==> config.mk <==
export PLATFORM = sky130hd
export DESIGN_NAME = sei_recovery_point_detector_flat
export DESIGN_NICKNAME = d
export VERILOG_FILES = /design/src/design/srpd_pkg.sv /design/src/design/srpd_ifs.sv /design/src/design/sei_recovery_point_detector.sv /design/src/design/srpd_core.sv /design/src/flat_wrapper.sv
export SDC_FILE = /design/constraint.sdc
export NUM_CORES = 1
export LEC_CHECK = 0
export BUFFER_PORTS_ARGS = -buffer_cell sky130_fd_sc_hd__buf_4
export CAP_MARGIN = 10
export CORE_ASPECT_RATIO = 0.7
export CORE_MARGIN = 1
export CORE_UTILIZATION = 44
export DETAILED_ROUTE_END_ITERATION = 8
export SLEW_MARGIN = 25
export SYNTH_ARGS = -nofsm -noshare
export SYNTH_HDL_FRONTEND = slang
export SYNTH_HIERARCHICAL = 1
export SYNTH_SLANG_ARGS = --single-unit
==> constraint.sdc <==
create_clock -name clk -period 11.1 [get_ports clk]
set_clock_uncertainty 0.05 [all_clocks]
set_input_delay 0 -clock clk [delete_from_list [all_inputs] [get_ports clk]]
set_output_delay 0 -clock clk [all_outputs]
set_load 0.03 [all_outputs]
==> src/design/srpd_pkg.sv <==
// Shared constants, phase encoding and word types of the SEI recovery point detector.
`default_nettype none
package srpd_pkg;

	// Width of the SEI type, size and accumulation counters
	localparam int CNT_W = 16;
	localparam logic [CNT_W-1:0] CNT_MAX = '1;

	// Byte counter limits (PES header length sits at byte index 8)
	localparam logic [3:0] SEEN_FULL   = 4'd10;
	localparam logic [3:0] HDR_LEN_IDX = 4'd8;
	localparam logic [3:0] FIRST_LEN   = 4'd2;

	// Byte codes
	localparam logic [7:0] EPB_BYTE     = 8'h03;
	localparam logic [7:0] TRAILER_BYTE = 8'h80;
	localparam logic [7:0] EXT_BYTE     = 8'hff;
	localparam logic [7:0] SC_LAST_BYTE = 8'h01;
	localparam logic [4:0] NAL_SEI      = 5'd6;

	// Register reset
	localparam logic [7:0] WANTED_RESET = 8'd6;

	// Parser phases, one-hot
	typedef enum logic [7:0] {
		PH_FIRST   = 8'b0000_0001,
		PH_HDR     = 8'b0000_0010,
		PH_SEARCH  = 8'b0000_0100,
		PH_NALHDR  = 8'b0000_1000,
		PH_SKIP    = 8'b0001_0000,
		PH_TYPE    = 8'b0010_0000,
		PH_SIZE    = 8'b0100_0000,
		PH_PAYLOAD = 8'b1000_0000
	} phase_t;

	// SEI message parsing state
	typedef struct packed {
		phase_t           phase;
		logic [1:0]       zrun;
		logic [CNT_W-1:0] acc;
		logic [CNT_W-1:0] mtype;
		logic [CNT_W-1:0] left;
		logic             found;
	} sei_st_t;

	// One byte word handed to the parser core
	typedef struct packed {
		logic [7:0] data;
		logic       last;
	} srpd_step_t;

	// Result of one payload
	typedef struct packed {
		logic recovery_found;
		logic too_short;
	} srpd_res_t;

endpackage
`default_nettype wire

==> src/design/srpd_ifs.sv <==
// Handshake channel interfaces: byte stream, result and register write.
`default_nettype none
interface srpd_byte_if;
	logic       valid;
	logic       ready;
	logic [7:0] data_byte;
	logic       last_byte;
	modport source (output valid, output data_byte, output last_byte, input ready);
	modport sink (input valid, input data_byte, input last_byte, output ready);
endinterface

interface srpd_res_if;
	logic valid;
	logic ready;
	logic recovery_found;
	logic too_short;
	modport source (output valid, output recovery_found, output too_short, input ready);
	modport sink (input valid, input recovery_found, input too_short, output ready);
endinterface

interface srpd_cfg_if;
	logic       valid;
	logic       ready;
	logic [7:0] data;
	modport source (output valid, output data, input ready);
	modport sink (input valid, input data, output ready);
endinterface
`default_nettype wire

==> src/design/sei_recovery_point_detector.sv <==
// Top level: input stage, parser core, result register and register write port.
//
//   channel  dir  word                         when taken
//   stream   in   data_byte, last_byte         valid && ready
//   result   out  recovery_found, too_short    valid && ready, one per payload
//   cfg      in   data (wanted payload type)   valid && ready, always ready
//
// One byte per cycle sustained while no held result stalls a final byte; each byte is
// held in the input stage and then parsed, and a final byte's result is loaded into
// the result register as that byte is parsed, which offers it from there. Reset (arst_n
// low) clears all control state and sets the wanted type to 6. A held result
// stalls only a final byte: other bytes keep flowing while the result waits.
`default_nettype none
module sei_recovery_point_detector (
	input  wire logic clk,
	input  wire logic arst_n,
	srpd_byte_if.sink stream,
	srpd_res_if.source result,
	srpd_cfg_if.sink  cfg
);
	import srpd_pkg::*;

	logic       valid_s1;
	srpd_step_t step_s1;
	logic       adv;
	logic       res_valid_q;
	srpd_res_t  res_q;
	srpd_res_t  core_res;
	logic [7:0] wanted_q;

	// A byte in the input stage moves on unless it is final and the result is held
	assign adv = valid_s1 && (!step_s1.last || !res_valid_q || result.ready);
	assign stream.ready = !valid_s1 || adv;

	// Input stage
	always_ff @(posedge clk or negedge arst_n) begin
		if (!arst_n) begin
			valid_s1 <= 1'b0;
		end else if (stream.ready) begin
			valid_s1 <= stream.valid;
		end
	end

	always_ff @(posedge clk) begin
		if (stream.valid && stream.ready) begin
			step_s1.data <= stream.data_byte;
			step_s1.last <= stream.last_byte;
		end
	end

	// Wanted type register
	assign cfg.ready = 1'b1;

	always_ff @(posedge clk or negedge arst_n) begin
		if (!arst_n) begin
			wanted_q <= WANTED_RESET;
		end else if (cfg.valid) begin
			wanted_q <= cfg.data;
		end
	end

	srpd_core u_core (
		.clk     (clk),
		.arst_n  (arst_n),
		.step_en (adv),
		.step    (step_s1),
		.wanted  (wanted_q),
		.res     (core_res)
	);

	// Result register
	always_ff @(posedge clk or negedge arst_n) begin
		if (!arst_n) begin
			res_valid_q <= 1'b0;
		end else if (adv && step_s1.last) begin
			res_valid_q <= 1'b1;
		end else if (result.ready) begin
			res_valid_q <= 1'b0;
		end
	end

	always_ff @(posedge clk) begin
		if (adv && step_s1.last) res_q <= core_res;
	end

	assign result.valid          = res_valid_q;
	assign result.recovery_found = res_q.recovery_found;
	assign result.too_short      = res_q.too_short;

	// A parsed final byte always leaves a result behind
	a_result_made: assert property (@(posedge clk) disable iff (!arst_n)
		adv && step_s1.last |=> res_valid_q)
		else $error("final byte parsed without result");

	// A short payload never reports a recovery point
	a_short_clean: assert property (@(posedge clk) disable iff (!arst_n)
		res_valid_q |-> !(res_q.recovery_found && res_q.too_short))
		else $error("short payload flagged as found");

	// A stalled byte keeps its word in the input stage
	a_stage_hold: assert property (@(posedge clk) disable iff (!arst_n)
		valid_s1 && !adv |=> valid_s1 && $stable(step_s1))
		else $error("input stage lost a stalled byte");

endmodule
`default_nettype wire

==> src/design/srpd_core.sv <==
// Parser core: start code search, header skip, emulation prevention and SEI parsing.
`default_nettype none
module srpd_core (
	input  wire logic               clk,
	input  wire logic               arst_n,
	input  wire logic               step_en,
	input  srpd_pkg::srpd_step_t    step,
	input  wire logic [7:0]         wanted,
	output srpd_pkg::srpd_res_t     res
);
	import srpd_pkg::*;

	// Saturating add of a byte to a counter
	function automatic logic [CNT_W-1:0] sat_add(input logic [CNT_W-1:0] a,
		input logic [7:0] b);
		logic [CNT_W:0] s;
		s = {1'b0, a} + {{(CNT_W-7){1'b0}}, b};
		return s[CNT_W] ? CNT_MAX : s[CNT_W-1:0];
	endfunction

	// One body byte leaves the window: emulation prevention, then SEI fields
	function automatic sei_st_t drain_byte(input sei_st_t s, input logic [7:0] b,
		input logic [7:0] want);
		sei_st_t          r;
		logic             active;
		logic [CNT_W-1:0] sz;
		r = s;
		active = (s.phase == PH_TYPE) || (s.phase == PH_SIZE) || (s.phase == PH_PAYLOAD);
		sz = '0;
		if (active) begin
			if (s.zrun == 2'd2 && b == EPB_BYTE) begin
				r.zrun = 2'd0;
			end else begin
				unique case (s.phase)
					PH_TYPE: begin
						if (s.acc == '0 && b == TRAILER_BYTE) begin
							r.phase = PH_SKIP;
						end else if (b == EXT_BYTE) begin
							r.acc = sat_add(s.acc, EXT_BYTE);
						end else begin
							r.mtype = sat_add(s.acc, b);
							r.acc = '0;
							r.phase = PH_SIZE;
						end
					end
					PH_SIZE: begin
						if (b == EXT_BYTE) begin
							r.acc = sat_add(s.acc, EXT_BYTE);
						end else begin
							sz = sat_add(s.acc, b);
							r.left = sz;
							r.acc = '0;
							if (sz == '0) begin
								if (s.mtype == {{(CNT_W-8){1'b0}}, want}) r.found = 1'b1;
								r.phase = PH_TYPE;
							end else begin
								r.phase = PH_PAYLOAD;
							end
						end
					end
					PH_PAYLOAD: begin
						r.left = s.left - {{(CNT_W-1){1'b0}}, 1'b1};
						if (r.left == '0) begin
							if (s.mtype == {{(CNT_W-8){1'b0}}, want}) r.found = 1'b1;
							r.phase = PH_TYPE;
						end
					end
					default: ;
				endcase
				if (b == 8'h00) r.zrun = (s.zrun == 2'd2) ? 2'd2 : s.zrun + 2'd1;
				else r.zrun = 2'd0;
			end
		end
		return r;
	endfunction

	sei_st_t    st_q, st_n, fl;
	logic [7:0] win_q [3];
	logic [7:0] win_n [3];
	logic [1:0] wcnt_q, wcnt_n;
	logic [3:0] seen_q, seen_n;
	logic [8:0] skip_q, skip_n;
	logic       sc;

	// Next state for one byte, then the flush of the window on the final byte
	always_comb begin
		st_n   = st_q;
		win_n  = win_q;
		wcnt_n = wcnt_q;
		skip_n = skip_q;
		seen_n = (seen_q < SEEN_FULL) ? seen_q + 4'd1 : seen_q;
		// byte completes 00 00 01 with the two newest window bytes
		sc = (step.data == SC_LAST_BYTE) &&
			(((wcnt_q == 2'd2) && win_q[1] == 8'h00 && win_q[0] == 8'h00) ||
			((wcnt_q == 2'd3) && win_q[2] == 8'h00 && win_q[1] == 8'h00));
		unique case (st_q.phase) inside
			PH_FIRST: begin
				if (seen_q < FIRST_LEN) begin
					win_n[wcnt_q] = step.data;
					wcnt_n = wcnt_q + 2'd1;
				end else if (win_q[0] == 8'h00 && win_q[1] == 8'h00 &&
					step.data == SC_LAST_BYTE) begin
					st_n.phase = PH_HDR;
					skip_n = 9'd0;
					wcnt_n = 2'd0;
				end else begin
					st_n.phase = PH_SEARCH;
					win_n[2] = step.data;
					wcnt_n = 2'd3;
				end
			end
			PH_HDR: begin
				if (seen_q == HDR_LEN_IDX) begin
					skip_n = {1'b0, step.data};
				end else if (seen_q > HDR_LEN_IDX) begin
					if (skip_q != 9'd0) begin
						skip_n = skip_q - 9'd1;
					end else begin
						st_n.phase = PH_SEARCH;
						win_n[0] = step.data;
						wcnt_n = 2'd1;
					end
				end
			end
			PH_SEARCH: begin
				if (sc) begin
					st_n.phase = PH_NALHDR;
					wcnt_n = 2'd0;
				end else if (wcnt_q == 2'd3) begin
					win_n[0] = win_q[1];
					win_n[1] = win_q[2];
					win_n[2] = step.data;
				end else begin
					win_n[wcnt_q] = step.data;
					wcnt_n = wcnt_q + 2'd1;
				end
			end
			PH_NALHDR: begin
				st_n.phase = (step.data[4:0] == NAL_SEI) ? PH_TYPE : PH_SKIP;
				st_n.acc = '0;
				st_n.zrun = 2'd0;
				wcnt_n = 2'd0;
			end
			PH_SKIP, PH_TYPE, PH_SIZE, PH_PAYLOAD: begin
				if (sc) begin
					// one zero before 00 00 01 belongs to a four-byte prefix
					if (wcnt_q == 2'd3 && win_q[0] != 8'h00)
						st_n = drain_byte(st_n, win_q[0], wanted);
					st_n.phase = PH_NALHDR;
					wcnt_n = 2'd0;
				end else if (wcnt_q == 2'd3) begin
					st_n = drain_byte(st_n, win_q[0], wanted);
					win_n[0] = win_q[1];
					win_n[1] = win_q[2];
					win_n[2] = step.data;
				end else begin
					win_n[wcnt_q] = step.data;
					wcnt_n = wcnt_q + 2'd1;
				end
			end
			default: ;
		endcase
		// end of payload: the bytes still held in the window are body bytes
		fl = st_n;
		for (int i = 0; i < 3; i++) begin
			if (2'(i) < wcnt_n) fl = drain_byte(fl, win_n[i], wanted);
		end
		res.too_short = (seen_n < SEEN_FULL);
		res.recovery_found = !(seen_n < SEEN_FULL) && fl.found;
	end

	// Parser state; everything returns to reset after the final byte
	always_ff @(posedge clk or negedge arst_n) begin
		if (!arst_n) begin
			st_q   <= '{phase: PH_FIRST, zrun: 2'd0, acc: '0, mtype: '0, left: '0, found: 1'b0};
			win_q  <= '{default: 8'h00};
			wcnt_q <= 2'd0;
			seen_q <= 4'd0;
			skip_q <= 9'd0;
		end else if (step_en) begin
			if (step.last) begin
				st_q   <= '{phase: PH_FIRST, zrun: 2'd0, acc: '0, mtype: '0, left: '0,
					found: 1'b0};
				win_q  <= '{default: 8'h00};
				wcnt_q <= 2'd0;
				seen_q <= 4'd0;
				skip_q <= 9'd0;
			end else begin
				st_q   <= st_n;
				win_q  <= win_n;
				wcnt_q <= wcnt_n;
				seen_q <= seen_n;
				skip_q <= skip_n;
			end
		end
	end

	// Final byte always returns the parser to its start
	a_last_clears: assert property (@(posedge clk) disable iff (!arst_n)
		step_en && step.last |=> st_q.phase == PH_FIRST && wcnt_q == 2'd0 && seen_q == 4'd0)
		else $error("parser state not cleared after final byte");

	// The first three bytes are always collected before any other phase
	a_first_three: assert property (@(posedge clk) disable iff (!arst_n)
		st_q.phase != PH_FIRST |-> seen_q >= 4'd3)
		else $error("left first phase before three bytes");

	// While skipping the PES header the window stays empty
	a_hdr_window: assert property (@(posedge clk) disable iff (!arst_n)
		st_q.phase == PH_HDR |-> wcnt_q == 2'd0)
		else $error("window filled during PES header");

endmodule
`default_nettype wire
==> src/flat_wrapper.sv <==
// flat-port wrapper written by rule: the top's interface ports become plain ports
module sei_recovery_point_detector_flat import srpd_pkg::*;
  (clk, arst_n, stream_valid, stream_data_byte, stream_last_byte, stream_ready, result_valid, result_recovery_found, result_too_short, result_ready, cfg_valid, cfg_data, cfg_ready);
  srpd_byte_if stream_i ();
  srpd_res_if result_i ();
  srpd_cfg_if cfg_i ();
  input  wire logic clk;
  input  wire logic arst_n;
  input wire logic [$bits(stream_i.valid)-1:0] stream_valid;
  input wire logic [$bits(stream_i.data_byte)-1:0] stream_data_byte;
  input wire logic [$bits(stream_i.last_byte)-1:0] stream_last_byte;
  output wire logic [$bits(stream_i.ready)-1:0] stream_ready;
  output wire logic [$bits(result_i.valid)-1:0] result_valid;
  output wire logic [$bits(result_i.recovery_found)-1:0] result_recovery_found;
  output wire logic [$bits(result_i.too_short)-1:0] result_too_short;
  input wire logic [$bits(result_i.ready)-1:0] result_ready;
  input wire logic [$bits(cfg_i.valid)-1:0] cfg_valid;
  input wire logic [$bits(cfg_i.data)-1:0] cfg_data;
  output wire logic [$bits(cfg_i.ready)-1:0] cfg_ready;
  assign stream_i.valid = stream_valid;
  assign stream_i.data_byte = stream_data_byte;
  assign stream_i.last_byte = stream_last_byte;
  assign stream_ready = stream_i.ready;
  assign result_valid = result_i.valid;
  assign result_recovery_found = result_i.recovery_found;
  assign result_too_short = result_i.too_short;
  assign result_i.ready = result_ready;
  assign cfg_i.valid = cfg_valid;
  assign cfg_i.data = cfg_data;
  assign cfg_ready = cfg_i.ready;
  sei_recovery_point_detector u_core (.clk(clk), .arst_n(arst_n), .stream(stream_i), .result(result_i), .cfg(cfg_i));
endmodule
**Word-level counts from Yosys, hierarchy flattened**

Cells that the tools add are included.

- Add/subtract/negate cells: 17
- $mul: 0
- Divide/modulo/power cells: 0
- Magnitude comparators: 9
- Eq/ne operators: 45
- Shifts and indexed selects: 0
- Multiplexer cells: 131
- Bitwise logic cells: 1
- Reductions and logical operators: 59

Operators by type and width:

| kind | count |
|---|---|
| $mux 59 | 8 |
| $mux 16 | 17 |
| $mux 8 | 29 |
| $logic_not 16->1 | 11 |
| $mux 49 | 3 |
| $pmux 16 s2 | 4 |
| $pmux 17 s2 | 3 |
| $mux 32 | 3 |
| $pmux 8 s3 | 4 |
| $eq 8x8->1 const B | 11 |
| $mux 24 | 3 |
| $add 16x8->17 | 4 |
| $eq 16x8->1 | 4 |
| $sub 16x1->16 const B | 4 |
| $mux 9 | 6 |
| $add 16x8->17 const B | 3 |
| $mux 17 | 3 |
| $mux 51 | 1 |
| $eq 8x2->1 const B | 5 |
| $logic_not 8->1 | 5 |
| $pmux 8 s5 | 1 |
| $pmux 18 s2 | 1 |
| $mux 2 | 17 |
| $mux 33 | 1 |
| other kinds (42) | 111 |

- Register bits after elaboration: 119
- Bits in latches: 0
- RAM bits: 0
- ROM bits: 0
- Output and inout port bits: 5
- Memories kept: 0

**Longest topological paths before layout**

- Word-level depth: 39
- Mapped depth: 43
- Depth with buffers taken out: 39

**By module**

The synthesis kept the hierarchy.

By module, submodules not included:

| module | instances | cells an instance | area an instance (sq um) | seq. area each (sq um) |
|---|---|---|---|---|
| srpd_core | 1 | 2097 | 15192.1 | 2453.6 |
| sei_recovery_point_detector | 1 | 40 | 774.5 | 583.1 |

**Worst setup path before layout**

OpenSTA, ideal clock, no wires.

- Path type: in2reg
- From: input port result_ready
- To: register u_core/u_core/st_q[48] (netlist name)
- Library setup time: 0.079 ns
- Arrival time: 1.243 ns
- Data required time: 10.971 ns
- Setup slack: 9.729 ns
- Stages: 7
- Path buffers: 3
- Cells stage by stage: nor2b_1 > a21boi_1 > clkbuf_1 > inv_2 > clkbuf_1 > clkbuf_1 > o2bb2ai_1

- Cells in the longest elaborated chain, start to end: 2

Ends and longest elaborated chain:

| item | line | RTL |
|---|---|---|
| from (decl) | flat_wrapper.sv:16 | `input wire logic [$bits(result_i.ready)-1:0] result_ready;` |
| $logic_or 1x1->1 | sei_recovery_point_detector.sv:32 | `assign adv = valid_s1 && (!step_s1.last \|\| !res_valid_q \|\| result.ready);` |
| $logic_and 1x1->1 | sei_recovery_point_detector.sv:32 |  |
| net u_core.adv | sei_recovery_point_detector.sv:25 | `logic adv;` |
| to (signal assigned) | srpd_core.sv:175 | `st_q <= '{phase: PH_FIRST, zrun: 2'd0, acc: '0, mtype: '0, left: '0, found: 1'b0};` |
| to (signal assigned) | srpd_core.sv:182 | `st_q <= '{phase: PH_FIRST, zrun: 2'd0, acc: '0, mtype: '0, left: '0,` |
| to (signal assigned) | srpd_core.sv:189 | `st_q <= st_n;` |
| to (decl) | srpd_core.sv:77 | `sei_st_t st_q, st_n, fl;` |

The timed path passes the listed nets, and every way through them passes these cells.
A chain may end at the register's enable or synchronous reset.

==> out/qor.txt <==
Status -> finished, final reports clean
Setup crit start kind -> flop
H-tree depth -> 4
Mapped Area -> 16000 sq um
Clock tree buffer depth -> 2
CP max-delay cell -> or4_1
Post-route setup slack -> 0.638 ns
Drt via density -> 7.25
Total GRT Usage -> 39.9%
GRT met1 Usage -> 60.6%
Initial antenna violation count -> 2
First-pass GRT wire length -> 112000 um
Crit path time final -> 10.46 ns
Met2 Track Usage GR -> 52.0%
Row count -> 57
Met3 Resource Use GR -> 13.9%
Most common cell in the netlist -> nor2_1
Finish-stage setup viols -> 0
Final Core Density -> 49.7%
Sequential fraction of the synthesis area -> 19.0%
CP Class -> reg2reg
Leakage -> 7.23 nW
Gr busiest metal -> met1
Largest net degree at the start of global routing -> 58
RSZ-0062 raised after global routing -> no
Final GP Congestion -> 1.04
Die width -> 230 um
Clock sinks -> 119
Nets -> 2209
Synth top cells by count -> nor2_1 (216), a21oi_1 (141), nand2_1 (140)
CTS buffer count -> 17
Worst skew pair latency -> 0.46 ns
HP Class -> in2async
Initial Utilization -> 45.3%
CP most frequent cell -> a21oi_1
RR Startpoint -> u_core/u_core/st_q[52]
Gate Count Post-Synth -> 2137
CTS clock-pin slew for the worst setup and hold paths -> 0.07 ns
Critical Path RT -> 11.38 ns
Number of synthesized flops with an enable pin -> 11
Hold Fails Final Rpt -> 0
Number of global-route vias before repair -> 16900
DR WL/cell -> 28.8 um
CP peak stage delay -> 0.70 ns
Layout cell share with drive strength beyond 1 -> 10.7%
Setup crit start -> u_core/u_core/st_q[52]
Post-DP HPWL -> 58600 um
Slew @ Worst Pin -> 1.10 ns
Drt pass-1 iters -> 6
GRT Residual Overflow -> 0
Clock root cell -> clkbuf_16
Seq cells post-synth -> 119
Critical Path AT -> 10.74 ns
Netlist cell types -> 115
Worst-path fanout max -> 14
Achievable Freq -> 95.6 MHz
Post-Syn Nets -> 2219
Period utilisation layout -> 94.2%
Port bufs -> 25
CTS tree -> built
Setup_tns -> 0 ns
Setup Buffers After CTS -> 0
PD cells -> 146 nW/um^2
# DRC -> 0
Peak VDD IR -> 0.111 mV
Initial DRC Count -> 3188
Die H -> 161 um
DR vias -> 18900
DRT antenna net count -> 0
Dominant cells by area after synthesis -> dfrtp_1 (16%), nor2_1 (5.1%), a21oi_1 (4.4%), ha_1 (4.4%), o21ai_0 (4.3%)
Max Cap Viol -> 0
Reg2Reg Setup Slack -> 0.64 ns
Synth area leader -> dfrtp_1
Worst R2R End -> u_core/result.recovery_found
Worst slack, placed -> 0.687 ns
Drt total wl -> 75200 um
Top FF cell, synth -> dfrtp_1
Synthesized area per cell -> 7.47 sq um
Max_slew headroom -> 25.6%
I/O Pins -> 27
R2R depth -> 35
Die Area -> 37100 sq um
Synthesis-to-layout area growth -> 9.57%
Fin. max-slew vios -> 0
Synth top area share -> 16.5%
Critical Path End Type -> flop
Core ar. -> 35200 sq um
Warnings, synthesis -> 6
FFs w/ async S/R, synth -> 90.8%
[repair_timing]
item                                    in CTS  in global routing
gates resized for setup                      0                  3
hold endpoints to repair                    72                  0
hold buffers                                29                  0
endpoints found under the setup margin       0                  1
[per-stage QoR]
step	hold WS (ns)	cell area [sq um]	std cells	total power [mW]
3_3_place_gp	0.0142	16600	2550	1.90
5_1_grt	0.117	17500	2612	2.65
6_report	0.0475	17500	2613	2.56
2_1_floorplan	-0.346	16000	2137	1.45
4_1_cts	0.0740	17500	2612	2.49
3_5_place_dp	0.0224	16600	2551	1.90
[power breakdown]
part           leakage [nW]  internal (mW)  switching (mW)
Clock                 0.264          0.309           0.262
Combinational          5.40          0.463           0.945
Sequential             1.57          0.483          0.0988
[layer usage]
metal  part of all wire, %  vias to the layer above
li1                      -                     8271
met1                    45                     9274
met2                    38                     1281
met3                    14                      120
met4                   2.2                        0
met5                     0                        -
[area by class of cell]
class                   instances  area (sq um)
diodes                          1          2.50
multi-input cells            1806         12100
clock inverters                14           128
flip-flops and latches        119          3040
clock buffers                  18           429
fillers                      3509         17700
repair buffers                108           881
inverters                      75           282
well taps                     472           591
[worst max-delay path: cells and delay by family, from the launching register on]
family          cells  cell delay (ns)
flops               1             0.54
compound gates     19             4.63
mux                 1             0.39
buf+inv             2             0.39
simple gates        8             2.73
fa+ha+maj           3             1.02
xor+xnor            2             0.56
[layout by cell type, fill, tap and decap left out, drive strengths merged, types with 56 or more instances in the layout]
cell and n:
nor2 219, nand2 140, buf 79, a21oi 142
dfrtp 105, inv 77, nand3 83, ha 56
nor3 87, o21ai 142
[flip-flops by register name, indices dropped and copies added, names as in the netlist]
signal and count:
u_core/u_core/st_q 59, u_core/valid_s1 1, u_core/wanted_q 8, u_core/result.valid 1
u_core/result.recovery_found 1, u_core/result.too_short 1, u_core/u_core/wcnt_q 2, u_core/u_core/skip_q 9
u_core/step_s1 9, u_core/u_core/seen_q 4, u_core/u_core/win_q 24
[how the worst max path moves through the flow]
stage,to,slack [ns]
CTS,u_core/result.recovery_found,0.66
global placement,u_core/result.recovery_found,0.99
finish,u_core/result.recovery_found,0.64
global route,u_core/result.recovery_found,0.006
floorplan,u_core/result.recovery_found,1.93
detailed placement,u_core/result.recovery_found,0.69
[kinds of logic after synthesis]
| group | count (synthesis) | share of synthesized area, % |
|---|---|---|
| muxes | 53 | 3.64 |
| other | 1 | 0.0235 |
| DFF | 119 | 19.0 |
| xor gates and xnor gates | 91 | 5.04 |
| adders and majority gates | 60 | 4.89 |
| and+or+nand+nor | 829 | 27.5 |
| buffers and inverters | 212 | 5.18 |
| AOI/OAI and AO/OA | 772 | 34.7 |
No activity file was read; power rests on OpenSTA's default activity.
